**src/hw/rtl/bpmb_pkg.sv**
```systemverilog
// Shared types and constants of the button power, mode and blink unit.
package bpmb_pkg;

   localparam int unsigned NOW_WIDTH = 32;
   localparam int unsigned CSR_INDEX_WIDTH = 3;
   localparam int unsigned CSR_DATA_WIDTH = 16;
   localparam int unsigned TIME_WIDTH = 15;
   localparam int unsigned PERIOD_WIDTH = 16;
   localparam int unsigned COUNT_WIDTH = 5;

   localparam logic [1:0] MODE_FIRST = 2'd0;
   localparam logic [1:0] MODE_SECOND = 2'd1;
   localparam logic [1:0] MODE_LAST = 2'd2;
   localparam logic [COUNT_WIDTH-1:0] DIV_LAST_STEP = 5'd31;

   localparam logic [15:0] DEBOUNCE_RESET = 16'd10;
   localparam logic [15:0] LONG_PRESS_RESET = 16'd3000;
   localparam logic [14:0] TIME_A_RESET = 15'd200;
   localparam logic [14:0] TIME_B_RESET = 15'd400;
   localparam logic [14:0] TIME_C_RESET = 15'd600;

   typedef enum logic [CSR_INDEX_WIDTH-1:0] {
      CSR_DEBOUNCE   = 3'd0,
      CSR_LONG_PRESS = 3'd1,
      CSR_ON_A       = 3'd2,
      CSR_OFF_A      = 3'd3,
      CSR_ON_B       = 3'd4,
      CSR_OFF_B      = 3'd5,
      CSR_ON_C       = 3'd6,
      CSR_OFF_C      = 3'd7
   } csr_index_type;

   typedef struct packed {
      logic [NOW_WIDTH-1:0] now_ms;
      logic                 key_level;
   } req_payload_type;

   typedef struct packed {
      logic       led_on;
      logic       power_on;
      logic [1:0] mode;
   } rsp_payload_type;

   typedef enum logic [2:0] {
      ST_IDLE,
      ST_THRESH,
      ST_KEY,
      ST_PREP,
      ST_DIVIDE,
      ST_EMIT
   } state_type;

   typedef struct packed {
      logic capture;
      logic thresh;
      logic key_update;
      logic prep;
      logic div_step;
      logic emit;
   } cmd_type;

   typedef struct packed {
      logic div_last;
      logic out_busy;
   } status_type;

endpackage

```
**src/hw/rtl/bpmb_ctrl.sv**
```systemverilog
// Controller state machine of the button power, mode and blink unit.
module bpmb_ctrl
   import bpmb_pkg::*;
(
   input  logic       clock,
   input  logic       reset,
   input  logic       req_valid,
   output logic       req_ready,
   input  status_type status,
   output cmd_type    cmd
);

   state_type state_ff;
   state_type state_in;

   always_ff @(posedge clock) begin
      if (reset) begin
         state_ff <= ST_IDLE;
      end else begin
         state_ff <= state_in;
      end
   end

   always_comb begin
      state_in = state_ff;
      unique case (state_ff)
         ST_IDLE: begin
            if (req_valid) begin
               state_in = ST_THRESH;
            end
         end
         ST_THRESH: state_in = ST_KEY;
         ST_KEY:    state_in = ST_PREP;
         ST_PREP:   state_in = ST_DIVIDE;
         ST_DIVIDE: begin
            if (status.div_last) begin
               state_in = ST_EMIT;
            end
         end
         ST_EMIT: begin
            if (!status.out_busy) begin
               state_in = ST_IDLE;
            end
         end
         default: state_in = ST_IDLE;
      endcase
   end

   always_comb begin
      cmd = '0;
      req_ready = 1'b0;
      unique case (state_ff)
         ST_IDLE: begin
            req_ready = 1'b1;
            cmd.capture = req_valid;
         end
         ST_THRESH: cmd.thresh = 1'b1;
         ST_KEY:    cmd.key_update = 1'b1;
         ST_PREP:   cmd.prep = 1'b1;
         ST_DIVIDE: cmd.div_step = 1'b1;
         ST_EMIT:   cmd.emit = !status.out_busy;
         default:   cmd = '0;
      endcase
   end

endmodule

```
**src/hw/rtl/bpmb_dp.sv**
```systemverilog
// Datapath: settings, button tracking, restoring divider and result register.
module bpmb_dp
   import bpmb_pkg::*;
(
   input  logic                       clock,
   input  logic                       reset,
   input  logic                       csr_write_en,
   input  logic [CSR_INDEX_WIDTH-1:0] csr_index,
   input  logic [CSR_DATA_WIDTH-1:0]  csr_wdata,
   input  req_payload_type            req_data,
   output logic                       rsp_valid,
   input  logic                       rsp_ready,
   output rsp_payload_type            rsp_data,
   input  cmd_type                    cmd,
   output status_type                 status
);

   // Settings.
   logic [15:0]           debounce_ff;
   logic [15:0]           long_press_ff;
   logic [TIME_WIDTH-1:0] on_a_ff, off_a_ff, on_b_ff, off_b_ff, on_c_ff, off_c_ff;

   // Button state.
   logic                 last_level_ff, last_level_in;
   logic [NOW_WIDTH-1:0] deb_start_ff, deb_start_in;
   logic [NOW_WIDTH-1:0] press_start_ff, press_start_in;
   logic                 pressing_ff, pressing_in;
   logic                 long_fired_ff, long_fired_in;
   logic                 power_ff, power_in;
   logic [1:0]           mode_ff, mode_in;

   // Captured request and thresholds.
   logic [NOW_WIDTH-1:0] now_ff;
   logic                 level_ff;
   logic [NOW_WIDTH-1:0] deb_thr_ff;
   logic [NOW_WIDTH-1:0] long_thr_ff;

   // Divider.
   logic [PERIOD_WIDTH-1:0] period_ff;
   logic [TIME_WIDTH-1:0]   on_ff;
   logic [PERIOD_WIDTH-1:0] rem_ff, rem_in;
   logic [NOW_WIDTH-1:0]    dividend_ff;
   logic [COUNT_WIDTH-1:0]  count_ff;
   logic [PERIOD_WIDTH:0]   shifted;

   // Result register.
   logic            rsp_valid_ff;
   rsp_payload_type rsp_data_ff;

   logic [NOW_WIDTH-1:0]    deb_diff, long_diff;
   logic                    deb_passed, long_passed;
   logic [TIME_WIDTH-1:0]   sel_on, sel_off;
   logic                    led_level;

   always_ff @(posedge clock) begin
      if (reset) begin
         debounce_ff   <= DEBOUNCE_RESET;
         long_press_ff <= LONG_PRESS_RESET;
         on_a_ff       <= TIME_A_RESET;
         off_a_ff      <= TIME_A_RESET;
         on_b_ff       <= TIME_B_RESET;
         off_b_ff      <= TIME_B_RESET;
         on_c_ff       <= TIME_C_RESET;
         off_c_ff      <= TIME_C_RESET;
      end else if (csr_write_en) begin
         unique case (csr_index_type'(csr_index))
            CSR_DEBOUNCE:   debounce_ff   <= csr_wdata;
            CSR_LONG_PRESS: long_press_ff <= csr_wdata;
            CSR_ON_A:       on_a_ff       <= csr_wdata[TIME_WIDTH-1:0];
            CSR_OFF_A:      off_a_ff      <= csr_wdata[TIME_WIDTH-1:0];
            CSR_ON_B:       on_b_ff       <= csr_wdata[TIME_WIDTH-1:0];
            CSR_OFF_B:      off_b_ff      <= csr_wdata[TIME_WIDTH-1:0];
            CSR_ON_C:       on_c_ff       <= csr_wdata[TIME_WIDTH-1:0];
            CSR_OFF_C:      off_c_ff      <= csr_wdata[TIME_WIDTH-1:0];
            default: ;
         endcase
      end
   end

   // A time lies strictly after a threshold when the difference is nonzero
   // and positive as a signed 32-bit value.
   assign deb_diff    = now_ff - deb_thr_ff;
   assign long_diff   = now_ff - long_thr_ff;
   assign deb_passed  = (deb_diff != '0) && !deb_diff[NOW_WIDTH-1];
   assign long_passed = (long_diff != '0) && !long_diff[NOW_WIDTH-1];

   always_comb begin
      last_level_in  = last_level_ff;
      deb_start_in   = deb_start_ff;
      press_start_in = press_start_ff;
      pressing_in    = pressing_ff;
      long_fired_in  = long_fired_ff;
      power_in       = power_ff;
      mode_in        = mode_ff;
      if (cmd.key_update) begin
         if (level_ff != last_level_ff) begin
            last_level_in = level_ff;
            deb_start_in  = now_ff;
         end else if (deb_passed) begin
            if (!pressing_ff && !level_ff) begin
               pressing_in    = 1'b1;
               press_start_in = now_ff;
               long_fired_in  = 1'b0;
            end else if (!long_fired_ff && !level_ff && pressing_ff) begin
               if (long_passed) begin
                  long_fired_in = 1'b1;
                  power_in      = !power_ff;
               end
            end else if (level_ff && pressing_ff) begin
               if (!long_fired_ff && power_ff) begin
                  mode_in = (mode_ff == MODE_LAST) ? MODE_FIRST : mode_ff + 2'd1;
               end
               pressing_in   = 1'b0;
               long_fired_in = 1'b0;
            end
         end
      end
   end

   always_ff @(posedge clock) begin
      if (reset) begin
         last_level_ff  <= 1'b1;
         deb_start_ff   <= '0;
         press_start_ff <= '0;
         pressing_ff    <= 1'b0;
         long_fired_ff  <= 1'b0;
         power_ff       <= 1'b0;
         mode_ff        <= MODE_FIRST;
      end else begin
         last_level_ff  <= last_level_in;
         deb_start_ff   <= deb_start_in;
         press_start_ff <= press_start_in;
         pressing_ff    <= pressing_in;
         long_fired_ff  <= long_fired_in;
         power_ff       <= power_in;
         mode_ff        <= mode_in;
      end
   end

   always_comb begin
      case (mode_ff)
         MODE_SECOND: begin
            sel_on  = on_b_ff;
            sel_off = off_b_ff;
         end
         MODE_LAST: begin
            sel_on  = on_c_ff;
            sel_off = off_c_ff;
         end
         default: begin
            sel_on  = on_a_ff;
            sel_off = off_a_ff;
         end
      endcase
   end

   // One quotient bit per cycle; the remainder stays below the period whenever the period is nonzero.
   assign shifted = {rem_ff, dividend_ff[NOW_WIDTH-1]};
   always_comb begin
      if (shifted >= {1'b0, period_ff}) begin
         rem_in = PERIOD_WIDTH'(shifted - {1'b0, period_ff});
      end else begin
         rem_in = shifted[PERIOD_WIDTH-1:0];
      end
   end

   always_ff @(posedge clock) begin
      if (cmd.capture) begin
         now_ff   <= req_data.now_ms;
         level_ff <= req_data.key_level;
      end
      if (cmd.thresh) begin
         deb_thr_ff  <= deb_start_ff + {16'd0, debounce_ff};
         long_thr_ff <= press_start_ff + {16'd0, long_press_ff};
      end
      if (cmd.prep) begin
         period_ff   <= {1'b0, sel_on} + {1'b0, sel_off};
         on_ff       <= sel_on;
         rem_ff      <= '0;
         dividend_ff <= now_ff;
         count_ff    <= '0;
      end else if (cmd.div_step) begin
         rem_ff      <= rem_in;
         dividend_ff <= {dividend_ff[NOW_WIDTH-2:0], 1'b0};
         count_ff    <= count_ff + 1'b1;
      end
   end

   assign led_level = power_ff && (period_ff != '0) && (rem_ff < {1'b0, on_ff});

   always_ff @(posedge clock) begin
      if (reset) begin
         rsp_valid_ff <= 1'b0;
      end else if (cmd.emit) begin
         rsp_valid_ff <= 1'b1;
      end else if (rsp_ready) begin
         rsp_valid_ff <= 1'b0;
      end
   end

   always_ff @(posedge clock) begin
      if (cmd.emit) begin
         rsp_data_ff.led_on   <= led_level;
         rsp_data_ff.power_on <= power_ff;
         rsp_data_ff.mode     <= mode_ff;
      end
   end

   assign rsp_valid       = rsp_valid_ff;
   assign rsp_data        = rsp_data_ff;
   assign status.div_last = (count_ff == DIV_LAST_STEP);
   assign status.out_busy = rsp_valid_ff && !rsp_ready;

endmodule

```
**src/hw/rtl/button_power_mode_blinker_unit.sv**
```systemverilog
// Top level of the button power, mode and blink unit.
//
// Each request carries one button sample: a free-running millisecond
// timestamp and the active-low key level. The unit debounces the level,
// toggles power on a long press and advances the blink mode on a short
// press while power is on. Every request yields exactly one response with
// the power flag, the mode and the LED level for that timestamp.
// Both channels use valid and ready. One request is worked on at a time:
// after acceptance the unit forms the time thresholds, updates the button
// state, picks the blink period, and runs a restoring divider over all 32
// timestamp bits that produces the timestamp modulo the period one bit per
// cycle. The result is then loaded into the response register, and only
// after that can a new request be accepted.
// The response sits in an output register, so the next request is taken
// while it waits; if the receiver still stalls when the following result
// is done, the unit holds it and does not accept further requests.
// The settings port writes one register per cycle without handshake.
// Synchronous reset restores the default settings, releases the button,
// turns power off and selects mode zero.
module button_power_mode_blinker_unit
   import bpmb_pkg::*;
(
   input  logic                       clock,
   input  logic                       reset,
   input  logic                       req_valid,
   output logic                       req_ready,
   input  req_payload_type            req_data,
   output logic                       rsp_valid,
   input  logic                       rsp_ready,
   output rsp_payload_type            rsp_data,
   input  logic                       csr_write_en,
   input  logic [CSR_INDEX_WIDTH-1:0] csr_index,
   input  logic [CSR_DATA_WIDTH-1:0]  csr_wdata
);

   cmd_type    cmd;
   status_type status;

   // Sequencer of the per-request steps.
   bpmb_ctrl u_ctrl (
      .clock     (clock),
      .reset     (reset),
      .req_valid (req_valid),
      .req_ready (req_ready),
      .status    (status),
      .cmd       (cmd)
   );

   // Settings, button state, divider and the response register.
   bpmb_dp u_dp (
      .clock        (clock),
      .reset        (reset),
      .csr_write_en (csr_write_en),
      .csr_index    (csr_index),
      .csr_wdata    (csr_wdata),
      .req_data     (req_data),
      .rsp_valid    (rsp_valid),
      .rsp_ready    (rsp_ready),
      .rsp_data     (rsp_data),
      .cmd          (cmd),
      .status       (status)
   );

endmodule

```
**config.mk**
```make
export PLATFORM = sky130hd
export DESIGN_NAME = button_power_mode_blinker_unit
export DESIGN_NICKNAME = d
export VERILOG_FILES = /design/src/hw/rtl/bpmb_pkg.sv /design/src/hw/rtl/bpmb_ctrl.sv /design/src/hw/rtl/bpmb_dp.sv /design/src/hw/rtl/button_power_mode_blinker_unit.sv
export SDC_FILE = /design/constraint.sdc
export NUM_CORES = 1
export LEC_CHECK = 0
export BUFFER_PORTS_ARGS = -buffer_cell sky130_fd_sc_hd__buf_2
export CORE_MARGIN = 3
export CORE_UTILIZATION = 45
export CTS_BUF_LIST = sky130_fd_sc_hd__clkbuf_4 sky130_fd_sc_hd__clkbuf_8
export DETAILED_ROUTE_END_ITERATION = 7
export GPL_TIMING_DRIVEN = 0
export SYNTH_ARGS = -nofsm -noshare
export SYNTH_HDL_FRONTEND = slang
export SYNTH_SLANG_ARGS = --single-unit
```
**constraint.sdc**
```tcl
create_clock -name clock -period 8 [get_ports clock]
set_input_delay 0.4 -clock clock [delete_from_list [all_inputs] [get_ports clock]]
set_output_delay 0.4 -clock clock [all_outputs]
set_load 0.005 [all_outputs]
```
==> results.md, run 1 <==
- Post-layout util: 52.2%
- Synthesis-stage register bit count: 381
- CP peak stage delay: 0.45 ns
- Core Area: 0.0482 mm^2
- Via count: 18900
- Port bufs: 44
- Gp weighted congestion: 0.914
- Synth area leader: edfxtp_1
- Post-Syn Nets: 2781
- Filler cell count: 4643
- Sequential fraction of the synthesis area: 41.8%
- Area Overhead vs Synth: 13.7%
- CP cell instances: inv_1, ha_1, clkbuf_1, clkbuf_1, nor2_1, a21oi_1, ha_1, inv_1, fa_1, nor2b_1, o21ai_0, a21boi_0, o21ai_0, a21boi_0, o21ai_0, a21boi_0, o21ai_0, a21oi_1, or4_1, nand3_1
- H-tree depth: 3
- Critical Path End Type: register
- Slowest-stage cell, CP: clkbuf_1
- PD cells: 206 mW/mm^2
- Hold path depth: 4
- Critical path type: reg2reg
- Worst path required time: 8.40 ns
- Antenna-violating nets left: 0
- Initial Util: 46.0%
- Inserted Diodes: 0
- RSZ-0062 raised after global routing: no
- Max Cap Viol: 0
- DRT iter0 DRCs: 1487
- Final Hold Vio Count: 0
- First-pass GRT wire length: 100 mm
- Hold Crit Class: in2reg
- Final wirelength: 64.7 mm
- R2R depth: 20
- Crit path DAT: 5.08 ns
- Mapped Area: 0.0222 mm^2
- Die width: 228 um
- Initial antenna violation count: 0
- Worst-path fanout max: 10
- Post-CTS setup buffer count: 0
- Max-Slew Margin vs Limit: 25.1%
- Clock transition at path regs: 0.06 ns
- Cell count after synthesis: 2571
- CTS tree: done
- Fmax: 0.214 GHz
- Post-synth top area share: 22.2%
- Measured slew at the worst slew-check pin: 1.12 ns
- Per-cell routed wire length: 18.8 um
- Post-CTS sizing: 0
- Number of buffers created by CTS: 71
- Final HPWL DP: 48.7 mm
- CTS sink count: 381
- Die height: 228 um
- Register area: 0.00927 mm^2
- Most frequent CP cell: o21ai_0
- Crit path time final: 4.68 ns
- I/O Pins: 63
- Synth cell types: 90
- GRT Total Usage: 24.4%
- VDD IR max: 132 uV
- Fin. max-slew vios: 0
- Largest net degree at the start of global routing: 34
- Clk_lat worst skew: 0.65 ns
- Mean Syn Cell Area: 8.62 um^2
- Yosys warns: 0
- Lkg Pwr: 0.0102 uW
- Final setup viols: 0
- Final Cycle Share: 58.5%
- Most common flop cell mapped by yosys: dfxtp_1
- Share of layout cells above drive strength 1: 8.68%
- CTS Hold Bufs: 34
- Die area: 0.0520 mm^2
- Final net count: 2940
- CP Buf/Inv Count: 4
- DRC viols: 0
- Num rows: 80
- Asr flop ratio synth: 0%
- Pre-antenna DRT Iters: 6
- Vias in the first global route: 17700
- Final total negative setup slack: 0 ns
- Area of the multi-input gates: 0.0117 mm^2
- Number of flops mapped to enable cells by yosys: 164
- Hold_ws: 0.108 ns
- Synth top area cells: edfxtp_1, dfxtp_1, nand2_1, ha_1, a21oi_1
- Max Buffers Root-to-Sink: 3
- Gr ovfl total: 0
- Critical path launch point type: register
- Worst Skew: 0.0332 ns
- Levels on crit path: 20
- Routed vias/inst: 5.50
- Root Buffer: clkbuf_8
- Status: completed
- Delay-heaviest family, CP: compound AO/OA/AOI/OAI gates
## worst min-delay path, delay by kind of cell
kind	cells	cell delay [ns]
compound gates	1	0.12
buf+inv	1	0.08
simple gates	2	0.11
## power by group
part           internal (uW)  switching [uW]
Combinational            364             598
Sequential              2140            92.6
Clock                   1140             870
## flip-flops by register name, indices dropped and copies added, names as in the netlist, 2 cells and up
signal	flops
u_dp.deb_start_ff	32
u_dp.deb_thr_ff	32
u_dp.dividend_ff	32
u_dp.long_thr_ff	32
u_dp.now_ff	32
u_dp.press_start_ff	32
u_dp.debounce_ff	16
u_dp.long_press_ff	16
u_dp.period_ff	16
u_dp.rem_ff	16
u_dp.off_a_ff	15
u_dp.off_b_ff	15
u_dp.off_c_ff	15
u_dp.on_a_ff	15
u_dp.on_b_ff	15
u_dp.on_c_ff	15
u_dp.on_ff	15
u_dp.count_ff	5
u_dp.rsp_data	4
u_ctrl.state_ff	3
u_dp.mode_ff	2
## Yosys cell counts (all sizes together), types with 7 or more instances
master   number
clkbuf      108
o2111ai       9
inv         164
nand2b       88
a211oi       10
o22ai         7
o21a         11
nor2        159
nand3b       30
o21ai       104
edfxtp      164
buf          17
xnor2        65
a31oi         7
o211ai       14
xor2         44
dfxtp       217
and2         11
or2           9
mux2i        45
nor4         16
o31ai        11
nand3        35
nand4        19
a21boi       12
a21oi       261
a22oi        32
o31a         10
a21o         44
or3           8
a2111oi       7
and3         22
nor2b        31
nand2       514
nor3b         8
ha          147
nor3         29
## layer usage
layer | vias up | global-route usage, % | share of wire [%]
met2 | 573 | 36.0 | 42
li1 | 9277 | - | -
met5 | - | 0 | 0
met1 | 8958 | 36.1 | 49
met4 | 0 | 9.04 | 3.4
met3 | 126 | 3.63 | 5.7
## stage by stage
stage | total power, uW | std cells | instance area, um^2 | worst slack, ns
floorplan | 2900 | 2571 | 22200 | 2.09
global placement | 3180 | 3271 | 23200 | -0.731
detailed placement | 3200 | 3279 | 23300 | 3.36
CTS | 5240 | 3445 | 25200 | 3.32
global route | 5450 | 3445 | 25200 | 2.81
finish | 5200 | 3445 | 25200 | 3.32
## area by class of cell
| type | instances | area share, % |
|---|---|---|
| inverter | 164 | 2.44 |
| timing repair buffer | 86 | 2.67 |
| sequential | 381 | 36.8 |
| clock inverter | 20 | 0.591 |
| tap | 656 | 3.26 |
| multi-input combinational | 1901 | 46.6 |
| buffer | 125 | 2.19 |
| clock buffer | 112 | 5.49 |
## kinds of logic after synthesis
kind of cell | Yosys count | synth area share, %
multiplexers | 46 | 2.08
flip-flops | 381 | 41.8
AO/OA/AOI/OAI | 597 | 17.1
adder cells (fa/ha/maj) | 153 | 8.84
buffers and inverters | 289 | 5.26
AND/OR/NAND/NOR | 996 | 20.6
XOR/XNOR | 109 | 4.31
## worst paths after layout
path / slack [ns] / end / startpoint
max: 3.32 / u_dp.period_ff[14] / u_dp.mode_ff[1]
min: 0.11 / u_dp.rsp_valid / rsp_ready
max reg2reg: 3.32 / u_dp.period_ff[14] / u_dp.mode_ff[1]
min reg2reg: 0.45 / u_dp.on_a_ff[9] / u_dp.on_a_ff[9]
## layout by cell type (no fill, tap or decap), types with 10 or more instances in the layout
cell / n
nand2_1: 514
a21oi_1: 260
dfxtp_1: 217
edfxtp_1: 164
inv_1: 162
nor2_1: 159
ha_1: 147
o21ai_0: 96
clkbuf_1: 92
nand2b_1: 88
clkbuf_8: 87
xnor2_1: 65
buf_2: 50
mux2i_1: 45
a21o_1: 44
xor2_1: 44
nand3_1: 35
dlygate4sd3_1: 34
nor2b_1: 31
a22oi_1: 31
nand3b_1: 30
nor3_1: 29
clkbuf_4: 25
and3_1: 21
nand4_1: 19
nor4_1: 16
clkbuf_2: 16
o211ai_1: 13
o31ai_1: 11
a21boi_0: 11
o21a_1: 11
o31a_1: 10
a211oi_1: 10
No activity file was read; power rests on OpenSTA's default activity.
==> run 2, diff against run 1 <==
Settings changed: ABC_AREA set to 1.
Clock period 8 ns to 4.5 ns, I/O delays scaled along.
==> run 2 against run 1 <==
Register-to-register slack got worse by 3.0 ns. Area after synthesis rose by 3.0%. Cell count rose by 17%. Worst hold slack got worse by 0.034 ns. Clock power rose by 73%. Sequential share of layout area fell by 1.0 points. Synthesized cell count rose by 23%. Power rose to 2.5 times the previous value.
==> results.md, run 2 <==
- Via count: 20800 (+9.7%)
- Synth top area cells: edfxtp_1, dfxtp_1, nand2_1, ha_1, inv_1
- PD cells: 511 mW/mm^2 (+150%)
- Number of buffers created by CTS: 67 (-5.6%)
- Clk_lat worst skew: 0.64 ns (about the same)
- Crit path time final: 4.19 ns (-0.492 ns)
- Max Buffers Root-to-Sink: 3 (unchanged)
- CTS sink count: 381 (unchanged)
- Worst-path fanout max: 10 (unchanged)
- Pre-antenna DRT Iters: 6 (unchanged)
- Synth cell types: 48 (-47%)
- Dominant cell by count in the synthesized netlist: nand2_1
- Inserted Diodes: 0 (unchanged)
- Final wirelength: 68.2 mm (+5.5%)
- Post-layout util: 52.3% (+0.075 points)
- Critical path type: reg2reg
- Clock transition at path regs: 0.06 ns (about the same)
- Num rows: 81 (+1.3%)
- Post-CTS sizing: 0 (unchanged)
- Setup WS post-layout: 0.312 ns (-3.01 ns)
- Critical path launch point type: register
- Initial Util: 46.1% (+0.12 points)
- Fin. max-slew vios: 0 (unchanged)
- DRC viols: 0 (unchanged)
- Sequential fraction of the synthesis area: 40.6% (-1.2 points)
- Gp weighted congestion: 0.925 (+1.2%)
- Synth area leader: edfxtp_1
- Vias in the first global route: 20000 (+13%)
- Final Cycle Share: 93.1% (+35 points)
- Root Buffer: clkbuf_8
- Die height: 231 um (+1.4%)
- Worst Skew: 0.0363 ns (+0.00311 ns)
- Synthesis-stage register bit count: 381 (unchanged)
- Largest net degree at the start of global routing: 36 (+5.9%)
- Final Hold Vio Count: 0 (unchanged)
- Asr flop ratio synth: 0% (unchanged)
- Yosys warns: 0 (unchanged)
- VDD IR max: 266 uV (+100%)
- Post-Layout Cell Count: 4044 (+17%)
- Final HPWL DP: 52.4 mm (+7.6%)
- Post-synth top area share: 21.6% (-0.64 points)
- Measured slew at the worst slew-check pin: 0.959 ns (-0.160 ns)
- Lkg Pwr: 0.0124 uW (+21%)
- Antenna-violating nets left: 0 (unchanged)
- H-tree depth: 3 (unchanged)
- Port bufs: 47 (+6.8%)
- Fmax: 0.239 GHz (+12%)
- Final total negative setup slack: 0 ns (unchanged)
- First-pass GRT wire length: 108 mm (+7.7%)
- Top cells by count, synth: nand2_1, inv_1, nor2_1
- Core Area: 0.0496 mm^2 (+2.7%)
- Post-Syn Nets: 3370 (+21%)
- DP Worst Slack: 0.300 ns (-3.06 ns)
- Die area: 0.0535 mm^2 (+2.9%)
- Max-Slew Margin vs Limit: 35.9% (+11 points)
- Worst path required time: 4.89 ns (-3.51 ns)
- GRT Total Usage: 25.6% (+1.3 points)
- Final setup viols: 0 (unchanged)
- Most frequent cells in the layout: nand2_1, inv_1, nor2_1
- I/O Pins: 63 (unchanged)
- Number of flops mapped to enable cells by yosys: 164 (unchanged)
- RSZ-0062 raised after global routing: no
- Max Cap Viol: 0 (unchanged)
- Final net count: 3535 (+20%)
- CTS tree: done
- Gr ovfl total: 0 (unchanged)
- Leading cell type in the layout, fill and taps excluded: nand2_1
- DRT iter0 DRCs: 1620 (+8.9%)
- Initial antenna violation count: 0 (unchanged)
- Hold Crit Class: in2reg
- Per-cell routed wire length: 16.9 um (-10%)
- Status: completed
- Die width: 231 um (+1.4%)
- Cells after DPL: 3874 (+18%)
- Mean Syn Cell Area: 7.23 um^2 (-16%)
- Crit path DAT: 4.57 ns (-0.51 ns)
- Share of layout cells above drive strength 1: 6.21% (-2.5 points)
- Critical Path End Type: register
- Area Overhead vs Synth: 13.6%
- Cell count after synthesis: 3160 (+23%)
- Mapped Area: 0.0228 mm^2 (+3.0%)
- Most common flop cell mapped by yosys: dfxtp_1
- Routed vias/inst: 5.13 (-6.6%)
-- run 2: critical path: stages, from the launching register on --
cell,delay [ns]
dfxtp_1,0.49
inv_1,0.13
ha_1,0.29
clkbuf_1,0.24
clkbuf_1,0.43
nand3_1,0.21
o21ai_0,0.15
inv_1,0.09
ha_1,0.22
inv_1,0.07
fa_1,0.19
inv_1,0.05
a31oi_1,0.30
o221ai_1,0.21
a21boi_0,0.28
o21ai_0,0.18
a21oi_1,0.17
nor2_1,0.05
nor2_1,0.11
xnor2_1,0.07
-- run 2: path summary, 6_finish.rpt --
path	from	endpoint	slack (ns)	depth (start not counted)
max	u_dp.mode_ff[0]	u_dp.period_ff[14]	0.31	19
min	csr_wdata[9]	u_dp.off_b_ff[9]	0.07	3
max reg2reg	u_dp.mode_ff[0]	u_dp.period_ff[14]	0.31	19
min reg2reg	u_dp.off_a_ff[3]	u_dp.off_a_ff[3]	0.45	2
-- run 2: cell families (layout without fill, tap and decap cells) --
family	after synthesis	after routing	share of synthesized area, %
AO/OA/AOI/OAI	487	487	11.2
XOR/XNOR	95	95	3.68
adder cells (fa/ha/maj)	153	153	8.58
flip-flops	381	381	40.6
buffers and inverters	559	779	9.44
AND/OR/NAND/NOR	1485	1485	26.6
-- run 2: stage by stage --
step           hold slack [ns]  instance area (um^2)  total power, uW
2_1_floorplan            0.324                 22800             8250
3_3_place_gp             0.401                 23900             9660
3_5_place_dp             0.403                 24000             9760
4_1_cts                0.00353                 25900            13300
5_1_grt                 0.0403                 25900            14200
6_report                0.0738                 25900            13200
-- run 2: final cells by class --
| class | instances | area (um^2) |
|---|---|---|
| clock buffers | 102 | 1290 |
| plain buffers | 94 | 408 |
| inverters | 465 | 1750 |
| multi-input cells | 2220 | 11400 |
| clock inverters | 22 | 190 |
| repair buffers | 96 | 763 |
| flip-flops and latches | 381 | 9270 |
| well taps | 664 | 831 |
| fillers | 4939 | 23600 |
-- run 2: repair_timing --
| action | 4_1_cts | 5_1_grt |
|---|---|---|
| hold endpoints to repair | 90 | 0 |
| hold buffers | 46 | 0 |
| setup buffers | 0 | 0 |
-- run 2: per-layer routing --
| metal | global-route usage [%] | up-vias | share of wire, % | routed length, um |
|---|---|---|---|---|
| met5 | 0 | - | 0 | 0 |
| met4 | 10.0 | 0 | 3.7 | 2540 |
| met3 | 3.48 | 133 | 5.1 | 3480 |
| met2 | 43.6 | 549 | 47 | 32200 |
| met1 | 33.1 | 9530 | 44 | 30000 |
| li1 | - | 10600 | - | - |
-- run 2: power by group --
group          switching, uW  internal [uW]
registers                504           4300
logic                   3290           1660
clock network           1510           1970
total                   5310           7940
